--- src/rtl/ima_pkg.sv ---
// Shared types and constants of the interval map block.
`timescale 1ns / 1ps
package ima_pkg;
   localparam int ENTRIES     = 16;
   localparam int KEY_WIDTH   = 32;
   localparam int VALUE_WIDTH = 8;
   localparam int IDX_W       = $clog2(ENTRIES);
   localparam int CNT_W       = $clog2(ENTRIES + 1);
   localparam int NEW_W       = $clog2(ENTRIES + 3);
   localparam int ADDR_W      = $clog2(2 * ENTRIES);
   localparam int WORD_W      = KEY_WIDTH + VALUE_WIDTH;
   localparam int STATUS_W    = 2;
   localparam int BCOUNT_W    = 5;

   localparam logic REQ_LOOKUP = 1'b0;
   localparam logic REQ_ASSIGN = 1'b1;

   localparam logic [STATUS_W-1:0] ST_DONE  = 2'd0;
   localparam logic [STATUS_W-1:0] ST_EMPTY = 2'd1;
   localparam logic [STATUS_W-1:0] ST_FULL  = 2'd2;

   typedef struct packed {
      logic lt_lo;
      logic le_hi;
   } cmp_res_type;
endpackage

--- src/rtl/interval_map_assign_lookup_top.sv ---
// Top level of the interval map: sequencer, table banks and result port.
`timescale 1ns / 1ps
// The block holds a sorted table of up to ENTRIES boundaries (key, value).
// Raise start with a request while busy is low; the request is taken on
// that edge. Exactly one result beat follows on rsp_valid for one cycle
// and cannot be held off, so the receiver must take it when it appears.
// Empty assign ranges and lookups on an empty table answer in the next
// cycle. Otherwise the sequencer walks the stored boundaries one at a
// time through a single compare unit and a single memory read port,
// reading and then evaluating each, and answers from a final state.
// An assign streams its rebuilt table into the idle bank of a two-bank
// memory and flips banks at the end, so a table-full reject leaves the old
// table untouched. Write csr_wdata (initial value) only while idle.
module interval_map_assign_lookup_top import ima_pkg::*; (
   input  logic                   clock,
   input  logic                   reset,
   input  logic                   start,
   output logic                   busy,
   input  logic                   req_type,
   input  logic [KEY_WIDTH-1:0]   req_key_begin,
   input  logic [KEY_WIDTH-1:0]   req_key_end,
   input  logic [VALUE_WIDTH-1:0] req_value,
   input  logic [KEY_WIDTH-1:0]   req_lookup_key,
   output logic                   rsp_valid,
   output logic [VALUE_WIDTH-1:0] rsp_read_value,
   output logic [STATUS_W-1:0]    rsp_status,
   output logic [BCOUNT_W-1:0]    rsp_boundary_count,
   input  logic                   csr_we,
   input  logic [VALUE_WIDTH-1:0] csr_wdata
);
   typedef enum logic [3:0] {
      S_IDLE = 4'b0001,
      S_READ = 4'b0010,
      S_EVAL = 4'b0100,
      S_FIN  = 4'b1000
   } state_type;

   state_type state_ff, state_in;

   // control state
   logic [CNT_W-1:0]       count_ff, count_in;
   logic                   bank_ff, bank_in;
   logic [VALUE_WIDTH-1:0] init_ff;
   logic [CNT_W-1:0]       idx_ff, idx_in;
   logic [CNT_W-1:0]       cnt_ff, cnt_in;
   logic [NEW_W-1:0]       n_ff, n_in;
   logic                   bdone_ff, bdone_in;
   logic                   edone_ff, edone_in;
   logic                   virt_ff, virt_in;
   logic                   op_ff, op_in;
   logic                   rsp_valid_ff, rsp_valid_in;

   // payload registers
   logic [KEY_WIDTH-1:0]   b_ff, b_in;
   logic [KEY_WIDTH-1:0]   e_ff, e_in;
   logic [VALUE_WIDTH-1:0] val_ff, val_in;
   logic [VALUE_WIDTH-1:0] last_ff, last_in;
   logic [VALUE_WIDTH-1:0] vend_ff, vend_in;
   logic [VALUE_WIDTH-1:0] rv_ff, rv_in;
   logic [VALUE_WIDTH-1:0] rsp_rv_ff, rsp_rv_in;
   logic [STATUS_W-1:0]    rsp_st_ff, rsp_st_in;
   logic [BCOUNT_W-1:0]    rsp_bc_ff, rsp_bc_in;

   // memory ports
   logic                   mem_we, mem_re;
   logic [ADDR_W-1:0]      mem_waddr, mem_raddr;
   logic [WORD_W-1:0]      mem_wdata, mem_rdata;

   logic [KEY_WIDTH-1:0]   ent_key;
   logic [VALUE_WIDTH-1:0] ent_val;
   cmp_res_type            cmp;
   logic [CNT_W-1:0]       idx_nxt;
   logic                   fits;

   ima_ram #(
      .DEPTH  (2 * ENTRIES),
      .WIDTH  (WORD_W),
      .ADDR_W (ADDR_W)
   ) u_ram (
      .clock (clock),
      .we    (mem_we),
      .waddr (mem_waddr),
      .wdata (mem_wdata),
      .re    (mem_re),
      .raddr (mem_raddr),
      .rdata (mem_rdata)
   );

   // an empty table reads as one boundary at key zero holding the initial value
   assign ent_key = virt_ff ? '0 : mem_rdata[WORD_W-1:VALUE_WIDTH];
   assign ent_val = virt_ff ? init_ff : mem_rdata[VALUE_WIDTH-1:0];

   ima_cmp u_cmp (
      .key (ent_key),
      .lo  (b_ff),
      .hi  (e_ff),
      .res (cmp)
   );

   assign idx_nxt = idx_ff + CNT_W'(1);
   assign fits    = n_ff <= NEW_W'(ENTRIES);

   // read the live bank, write the rebuilt table to the other one
   assign mem_re    = (state_ff == S_READ);
   assign mem_raddr = bank_ff ? ADDR_W'(ENTRIES) + ADDR_W'(idx_ff[IDX_W-1:0])
                              : ADDR_W'(idx_ff[IDX_W-1:0]);
   assign mem_waddr = bank_ff ? ADDR_W'(n_ff[IDX_W-1:0])
                              : ADDR_W'(ENTRIES) + ADDR_W'(n_ff[IDX_W-1:0]);

   always_comb begin
      state_in     = state_ff;
      count_in     = count_ff;
      bank_in      = bank_ff;
      idx_in       = idx_ff;
      cnt_in       = cnt_ff;
      n_in         = n_ff;
      bdone_in     = bdone_ff;
      edone_in     = edone_ff;
      virt_in      = virt_ff;
      op_in        = op_ff;
      b_in         = b_ff;
      e_in         = e_ff;
      val_in       = val_ff;
      last_in      = last_ff;
      vend_in      = vend_ff;
      rv_in        = rv_ff;
      rsp_valid_in = 1'b0;
      rsp_rv_in    = rsp_rv_ff;
      rsp_st_in    = rsp_st_ff;
      rsp_bc_in    = rsp_bc_ff;
      mem_we       = 1'b0;
      mem_wdata    = {ent_key, ent_val};

      unique case (state_ff)
         S_IDLE: begin
            if (start) begin
               op_in    = req_type;
               b_in     = req_key_begin;
               e_in     = (req_type == REQ_ASSIGN) ? req_key_end : req_lookup_key;
               val_in   = req_value;
               idx_in   = '0;
               n_in     = '0;
               bdone_in = 1'b0;
               edone_in = 1'b0;
               rv_in    = init_ff;
               vend_in  = init_ff;
               virt_in  = (count_ff == '0);
               cnt_in   = (count_ff == '0) ? CNT_W'(1) : count_ff;
               if (req_type == REQ_ASSIGN && req_key_begin >= req_key_end) begin
                  // empty range: answer at once, table untouched
                  rsp_valid_in = 1'b1;
                  rsp_rv_in    = '0;
                  rsp_st_in    = ST_EMPTY;
                  rsp_bc_in    = BCOUNT_W'(count_ff);
               end else if (req_type == REQ_LOOKUP && count_ff == '0) begin
                  rsp_valid_in = 1'b1;
                  rsp_rv_in    = init_ff;
                  rsp_st_in    = ST_DONE;
                  rsp_bc_in    = BCOUNT_W'(count_ff);
               end else begin
                  state_in = S_READ;
               end
            end
         end
         S_READ: begin
            state_in = S_EVAL;
         end
         S_EVAL: begin
            if (op_ff == REQ_LOOKUP) begin
               if (cmp.le_hi) begin
                  rv_in = ent_val;
               end
               idx_in   = idx_nxt;
               state_in = (idx_nxt == cnt_ff) ? S_FIN : S_READ;
            end else if (!bdone_ff && cmp.lt_lo) begin
               // boundary below the range: copy
               mem_we   = (n_ff < NEW_W'(ENTRIES));
               n_in     = n_ff + NEW_W'(1);
               last_in  = ent_val;
               vend_in  = ent_val;
               idx_in   = idx_nxt;
               state_in = (idx_nxt == cnt_ff) ? S_FIN : S_READ;
            end else if (!bdone_ff) begin
               // insert the begin boundary unless it merges with its left side
               bdone_in = 1'b1;
               if (!(n_ff != '0 && last_ff == val_ff)) begin
                  mem_we    = (n_ff < NEW_W'(ENTRIES));
                  mem_wdata = {b_ff, val_ff};
                  n_in      = n_ff + NEW_W'(1);
                  last_in   = val_ff;
               end
            end else if (!edone_ff && cmp.le_hi) begin
               // boundary inside the range: drop, keep its value for the end
               vend_in  = ent_val;
               idx_in   = idx_nxt;
               state_in = (idx_nxt == cnt_ff) ? S_FIN : S_READ;
            end else if (!edone_ff) begin
               edone_in = 1'b1;
               if (vend_ff != val_ff) begin
                  mem_we    = (n_ff < NEW_W'(ENTRIES));
                  mem_wdata = {e_ff, vend_ff};
                  n_in      = n_ff + NEW_W'(1);
               end
            end else begin
               // boundary above the range: copy
               mem_we   = (n_ff < NEW_W'(ENTRIES));
               n_in     = n_ff + NEW_W'(1);
               idx_in   = idx_nxt;
               state_in = (idx_nxt == cnt_ff) ? S_FIN : S_READ;
            end
         end
         S_FIN: begin
            if (op_ff == REQ_LOOKUP) begin
               rsp_valid_in = 1'b1;
               rsp_rv_in    = rv_ff;
               rsp_st_in    = ST_DONE;
               rsp_bc_in    = BCOUNT_W'(count_ff);
               state_in     = S_IDLE;
            end else if (!bdone_ff) begin
               bdone_in = 1'b1;
               if (!(n_ff != '0 && last_ff == val_ff)) begin
                  mem_we    = (n_ff < NEW_W'(ENTRIES));
                  mem_wdata = {b_ff, val_ff};
                  n_in      = n_ff + NEW_W'(1);
                  last_in   = val_ff;
               end
            end else if (!edone_ff) begin
               edone_in = 1'b1;
               if (vend_ff != val_ff) begin
                  mem_we    = (n_ff < NEW_W'(ENTRIES));
                  mem_wdata = {e_ff, vend_ff};
                  n_in      = n_ff + NEW_W'(1);
               end
            end else begin
               // commit by flipping banks, or drop the rebuilt table if it overflowed
               rsp_valid_in = 1'b1;
               rsp_rv_in    = '0;
               if (fits) begin
                  bank_in   = ~bank_ff;
                  count_in  = CNT_W'(n_ff);
                  rsp_st_in = ST_DONE;
                  rsp_bc_in = BCOUNT_W'(n_ff);
               end else begin
                  rsp_st_in = ST_FULL;
                  rsp_bc_in = BCOUNT_W'(count_ff);
               end
               state_in = S_IDLE;
            end
         end
         default: begin
            state_in = S_IDLE;
         end
      endcase
   end

   always_ff @(posedge clock) begin
      if (reset) begin
         state_ff     <= S_IDLE;
         count_ff     <= '0;
         bank_ff      <= 1'b0;
         init_ff      <= '0;
         idx_ff       <= '0;
         cnt_ff       <= '0;
         n_ff         <= '0;
         bdone_ff     <= 1'b0;
         edone_ff     <= 1'b0;
         virt_ff      <= 1'b0;
         op_ff        <= REQ_LOOKUP;
         rsp_valid_ff <= 1'b0;
      end else begin
         state_ff     <= state_in;
         count_ff     <= count_in;
         bank_ff      <= bank_in;
         idx_ff       <= idx_in;
         cnt_ff       <= cnt_in;
         n_ff         <= n_in;
         bdone_ff     <= bdone_in;
         edone_ff     <= edone_in;
         virt_ff      <= virt_in;
         op_ff        <= op_in;
         rsp_valid_ff <= rsp_valid_in;
         if (csr_we) begin
            init_ff <= csr_wdata;
         end
      end
   end

   always_ff @(posedge clock) begin
      b_ff      <= b_in;
      e_ff      <= e_in;
      val_ff    <= val_in;
      last_ff   <= last_in;
      vend_ff   <= vend_in;
      rv_ff     <= rv_in;
      rsp_rv_ff <= rsp_rv_in;
      rsp_st_ff <= rsp_st_in;
      rsp_bc_ff <= rsp_bc_in;
   end

   assign busy               = (state_ff != S_IDLE);
   assign rsp_valid          = rsp_valid_ff;
   assign rsp_read_value     = rsp_rv_ff;
   assign rsp_status         = rsp_st_ff;
   assign rsp_boundary_count = rsp_bc_ff;
endmodule

--- src/rtl/ima_ram.sv ---
// Table memory with one write port, one read port and registered read data.
`timescale 1ns / 1ps
module ima_ram #(
   parameter int DEPTH  = 32,
   parameter int WIDTH  = 40,
   parameter int ADDR_W = 5
) (
   input  logic              clock,
   input  logic              we,
   input  logic [ADDR_W-1:0] waddr,
   input  logic [WIDTH-1:0]  wdata,
   input  logic              re,
   input  logic [ADDR_W-1:0] raddr,
   output logic [WIDTH-1:0]  rdata
);
   logic [WIDTH-1:0] mem [DEPTH];
   logic [WIDTH-1:0] rdata_ff;

   always_ff @(posedge clock) begin
      if (we) begin
         mem[waddr] <= wdata;
      end
      if (re) begin
         rdata_ff <= mem[raddr];
      end
   end

   assign rdata = rdata_ff;
endmodule

--- src/rtl/ima_cmp.sv ---
// Key compare unit shared by every scan step.
`timescale 1ns / 1ps
module ima_cmp import ima_pkg::*; (
   input  logic [KEY_WIDTH-1:0] key,
   input  logic [KEY_WIDTH-1:0] lo,
   input  logic [KEY_WIDTH-1:0] hi,
   output cmp_res_type          res
);
   // lower bound is strict, upper bound inclusive
   assign res.lt_lo = key < lo;
   assign res.le_hi = key <= hi;
endmodule

--- config.mk ---
export PLATFORM = sky130hd
export DESIGN_NAME = interval_map_assign_lookup_top
export DESIGN_NICKNAME = d
export VERILOG_FILES = /design/src/rtl/ima_pkg.sv /design/src/rtl/interval_map_assign_lookup_top.sv /design/src/rtl/ima_ram.sv /design/src/rtl/ima_cmp.sv
export SDC_FILE = /design/constraint.sdc
export NUM_CORES = 2
export LEC_CHECK = 0
export BUFFER_PORTS_ARGS = -buffer_cell sky130_fd_sc_hd__buf_2
export CAP_MARGIN = 20
export CELL_PAD_IN_SITES_DETAIL_PLACEMENT = 1
export CELL_PAD_IN_SITES_GLOBAL_PLACEMENT = 1
export CORE_MARGIN = 2
export CORE_UTILIZATION = 40
export CTS_BUF_LIST = sky130_fd_sc_hd__clkbuf_2
export DETAILED_ROUTE_END_ITERATION = 8
export PLACE_DENSITY_LB_ADDON = 0.25
export SLEW_MARGIN = 10
export SYNTH_ARGS = -nofsm -noshare
export SYNTH_HDL_FRONTEND = slang
export SYNTH_SLANG_ARGS = --single-unit
--- constraint.sdc ---
create_clock -name clock -period 10.7 [get_ports clock]
set_clock_uncertainty 0.05 [all_clocks]
set_input_delay 2.14 -clock clock [delete_from_list [all_inputs] [get_ports clock]]
set_output_delay 2.14 -clock clock [all_outputs]
set_load 0.01 [all_outputs]
==> impl_metrics.yaml <==
status:
  status: "finished, final reports clean"
worst_hold_path:
  min_path_type: "flop to flop"
  hp-start: "cnt_ff[1]"
synthesis:
  synth-main-ff-cell: "edfxtp_1"
  synthDistinctLibCells: 87
  ys_top_cells_by_area: "edfxtp_1 (70%), mux4_2 (15%), ha_1 (2.0%)"
  syn-num-nets: 3518
  yosys.area.top_type: "edfxtp_1"
  ys_async_sr_fraction: 0
  syn_area_mm2: 0.0614
  synthCells: 3305
  ys_warn_count: 0
  seq_area_frac_synth: 0.712
  synth_top_area_share: 0.700
  synth-edff-count: 1431
  syn_avg_cell_area_um2: 18.6
  ys_ff_latch: 1469
placed_design:
  gp_congestion: 0.838
  io_buffers: 133
  place_hpwl_um: 96900
  pre_cts_slack_ps: 4380
routing:
  route.detailed.drc: 0
  wl_per_cell_um: 28.0
  vias_per_cell: 5.59
  ant_nets: 0
  wirelength_um: 169000
  vias: 33800
  first_pass_iters: 5
  drt_iter0_drc: 3069
sta:
  whs_ps: 425
  min_period_ps: 6420
  slew_violations: 0
  maxSlewHeadroom: 0.194
  rsz0062_at_grt: "no"
  fin_setup_tns_ps: 0
  fmax_mhz: 156
  worst_pin_slew_ps: 1210
  period_share: 0.600
  setup_viol: 0
  final-hold-violation-count: 0
  setup_ws_ps: 4280
floorplanning:
  die_x_um: 396
  dieHeight_um: 396
  initial_core_util: 0.403
  core_mm2: 0.152
  rows: 143
  ios: 134
  dieArea_mm2: 0.157
clock_network:
  cts.sinks: 1469
  root_buffer: "clkbuf_2"
  cts_setup_buffers: 0
  cts_made_buffers: 379
  clk_pin_slew_ps: 90
  clk_latency_ps: 1750
  htreeDepth: 5
  cts_hold_buf: 0
  max-clock-path-buffers: 4
  cts_tree: "yes"
  post_cts_resized: 0
global_route:
  met2_usage: 0.342
  top_usage_layer: "met2"
  track_usage: 0.217
  grt_max_degree: 98
  antenna_found_initial: 5
  grt_pass1_wl_um: 246000
  use_met1: 0.307
  globalRouteOverflowTotal: 0
  grtUsageMet3: 0.0459
  grt_pass1_vias: 35700
critical_path:
  worst_path_largest_cell_delay_ps: 680
  cp_top_family: "simple AND/OR/NAND/NOR gates"
  startpoint: "virt_ff"
  worst_path_most_repeated_cell: "buf_4"
  worstReg2RegStart: "virt_ff"
  cp_num_buf_inv: 3
  startpoint_type: "flop"
  path_cells: "buf_4 -> nor2b_1 -> ha_1 -> nand4_1 -> nor3_1 -> o211ai_1 -> nand4b_1 -> o311a_2 -> or2_4 -> a211oi_4 -> buf_4 -> or2_1 -> nor2_4 -> buf_4"
  required_ps: 11930
  end_kind: "flop"
  worstSetupPathType: "flop to flop"
  worstPathMaxFanout: 49
  critPathSlowestCell: "nor2_4"
  crit_arrival_ps: 7650
final_layout:
  final_common_cell: "edfxtp_1"
  area_growth_syn_to_layout_pct: 11.5
  fin_nets: 3977
  fin_util: 0.450
  final_cell_mix: "edfxtp_1 (1431), clkbuf_2 (526), mux4_2 (400), nand2_1 (252), buf_2 (133)"
  drive_gt1_frac: 0.339
power_and_ir_drop:
  leakage_uw: 0.0228
  peakVddDrop_v: 0.000106
  power_density_mw_per_mm2: 163
job:
  cap_violations: 0
==> report_power, final <==
group / switching [uW] / internal (uW) / leakage, uW
registers: 79.0 / 6590 / 0.0133
logic: 671 / 292 / 0.00709
clock network: 2250 / 1310 / 0.00239
total: 2990 / 8190 / 0.0228
==> synth_stat cells (4+ instances only) <==
library cell and number:
edfxtp_1 1431, mux4_2 400, nand2_1 253, clkbuf_1 123
inv_1 116, a21oi_1 108, nor2_1 102, ha_1 96
o21ai_0 81, mux2_2 52, mux2i_1 49, dfxtp_1 38
buf_1 32, nor3_1 29, a21o_1 28, nor2b_1 25
o22ai_1 23, buf_2 20, nand2b_1 20, nand3_1 19
nand4_1 18, xnor2_1 16, a211oi_1 15, a41oi_1 14
a31oi_1 13, o211a_1 12, and3_1 11, nor4_1 11
nor4b_1 11, xor2_1 11, a22o_1 9, o211ai_1 7
a22oi_1 6, a221oi_1 5, o21ai_1 5, o21bai_1 5
and2_1 4, buf_6 4, o31a_1 4, o31ai_1 4
or3_1 4
==> metrics by stage <==
stage               cell area, um^2  instances  total power (uW)
CTS                           68400       6034             11300
detailed placement            65400       5411              7750
floorplan                     61400       3305              7340
global route                  68400       6046             11700
global placement              65300       5407              7720
finish                        68400       6046             11200
==> kinds of logic after synthesis <==
kind of cell	count (synthesis)	synth area share
AOI/OAI and AO/OA	378	0.0403
buffers and inverters	300	0.0194
DFF	1469	0.712
adders and majority gates	96	0.0196
muxes	501	0.164
and+or+nand+nor	534	0.0406
xor gates and xnor gates	27	0.00385
==> cell type report <==
cell class	instances	area (um^2)
sequential	1469	43800
antenna	10	25.0
timing repair buffer	259	1700
clock buffer	526	2630
inverter	119	448
tap	2030	2540
clock inverter	97	383
multi-input combinational	1536	17000
fill	14800	83800
==> worst reg2reg max path, cell delays in order, from the launching register on <==
cell,delay (ps)
dfxtp_2,330
buf_4,560
nor2b_1,310
ha_1,390
nand4_1,210
nor3_1,380
o211ai_1,200
nand4b_1,140
o311a_2,610
or2_4,410
a211oi_4,90
buf_4,280
or2_1,640
nor2_4,690
buf_4,590
==> sequential cells by signal, indices dropped and copies added, names as in the netlist <==
name,cells
b_ff,32
bank_ff,1
bdone_ff,1
cnt_ff,5
count_ff,5
e_ff,32
edone_ff,1
idx_ff,5
init_ff,8
last_ff,8
n_ff,5
op_ff,1
rsp_boundary_count,5
rsp_read_value,8
rsp_status,2
rsp_valid,1
rv_ff,8
state_ff,4
u_ram.mem,1280
u_ram.rdata,40
val_ff,8
vend_ff,8
virt_ff,1
==> layer usage <==
layer | vias up | routed length (um) | part of all wire
met1 | 17900 | 74900 | 0.44
met3 | 210 | 10300 | 0.061
met2 | 1243 | 80700 | 0.48
li1 | 14500 | - | -
met4 | 0 | 3180 | 0.019
met5 | - | 0 | 0
==> final timing paths <==
check                           cells after the start  slack [ps]                end
worst max-delay path                               14        4280  u_ram.mem[27][39]
worst min register to register                      2         430          cnt_ff[1]
worst min-delay path                                2         430          cnt_ff[1]
worst max register to register                     14        4280  u_ram.mem[27][39]
Note: power is estimated with default switching activity, not from simulation.
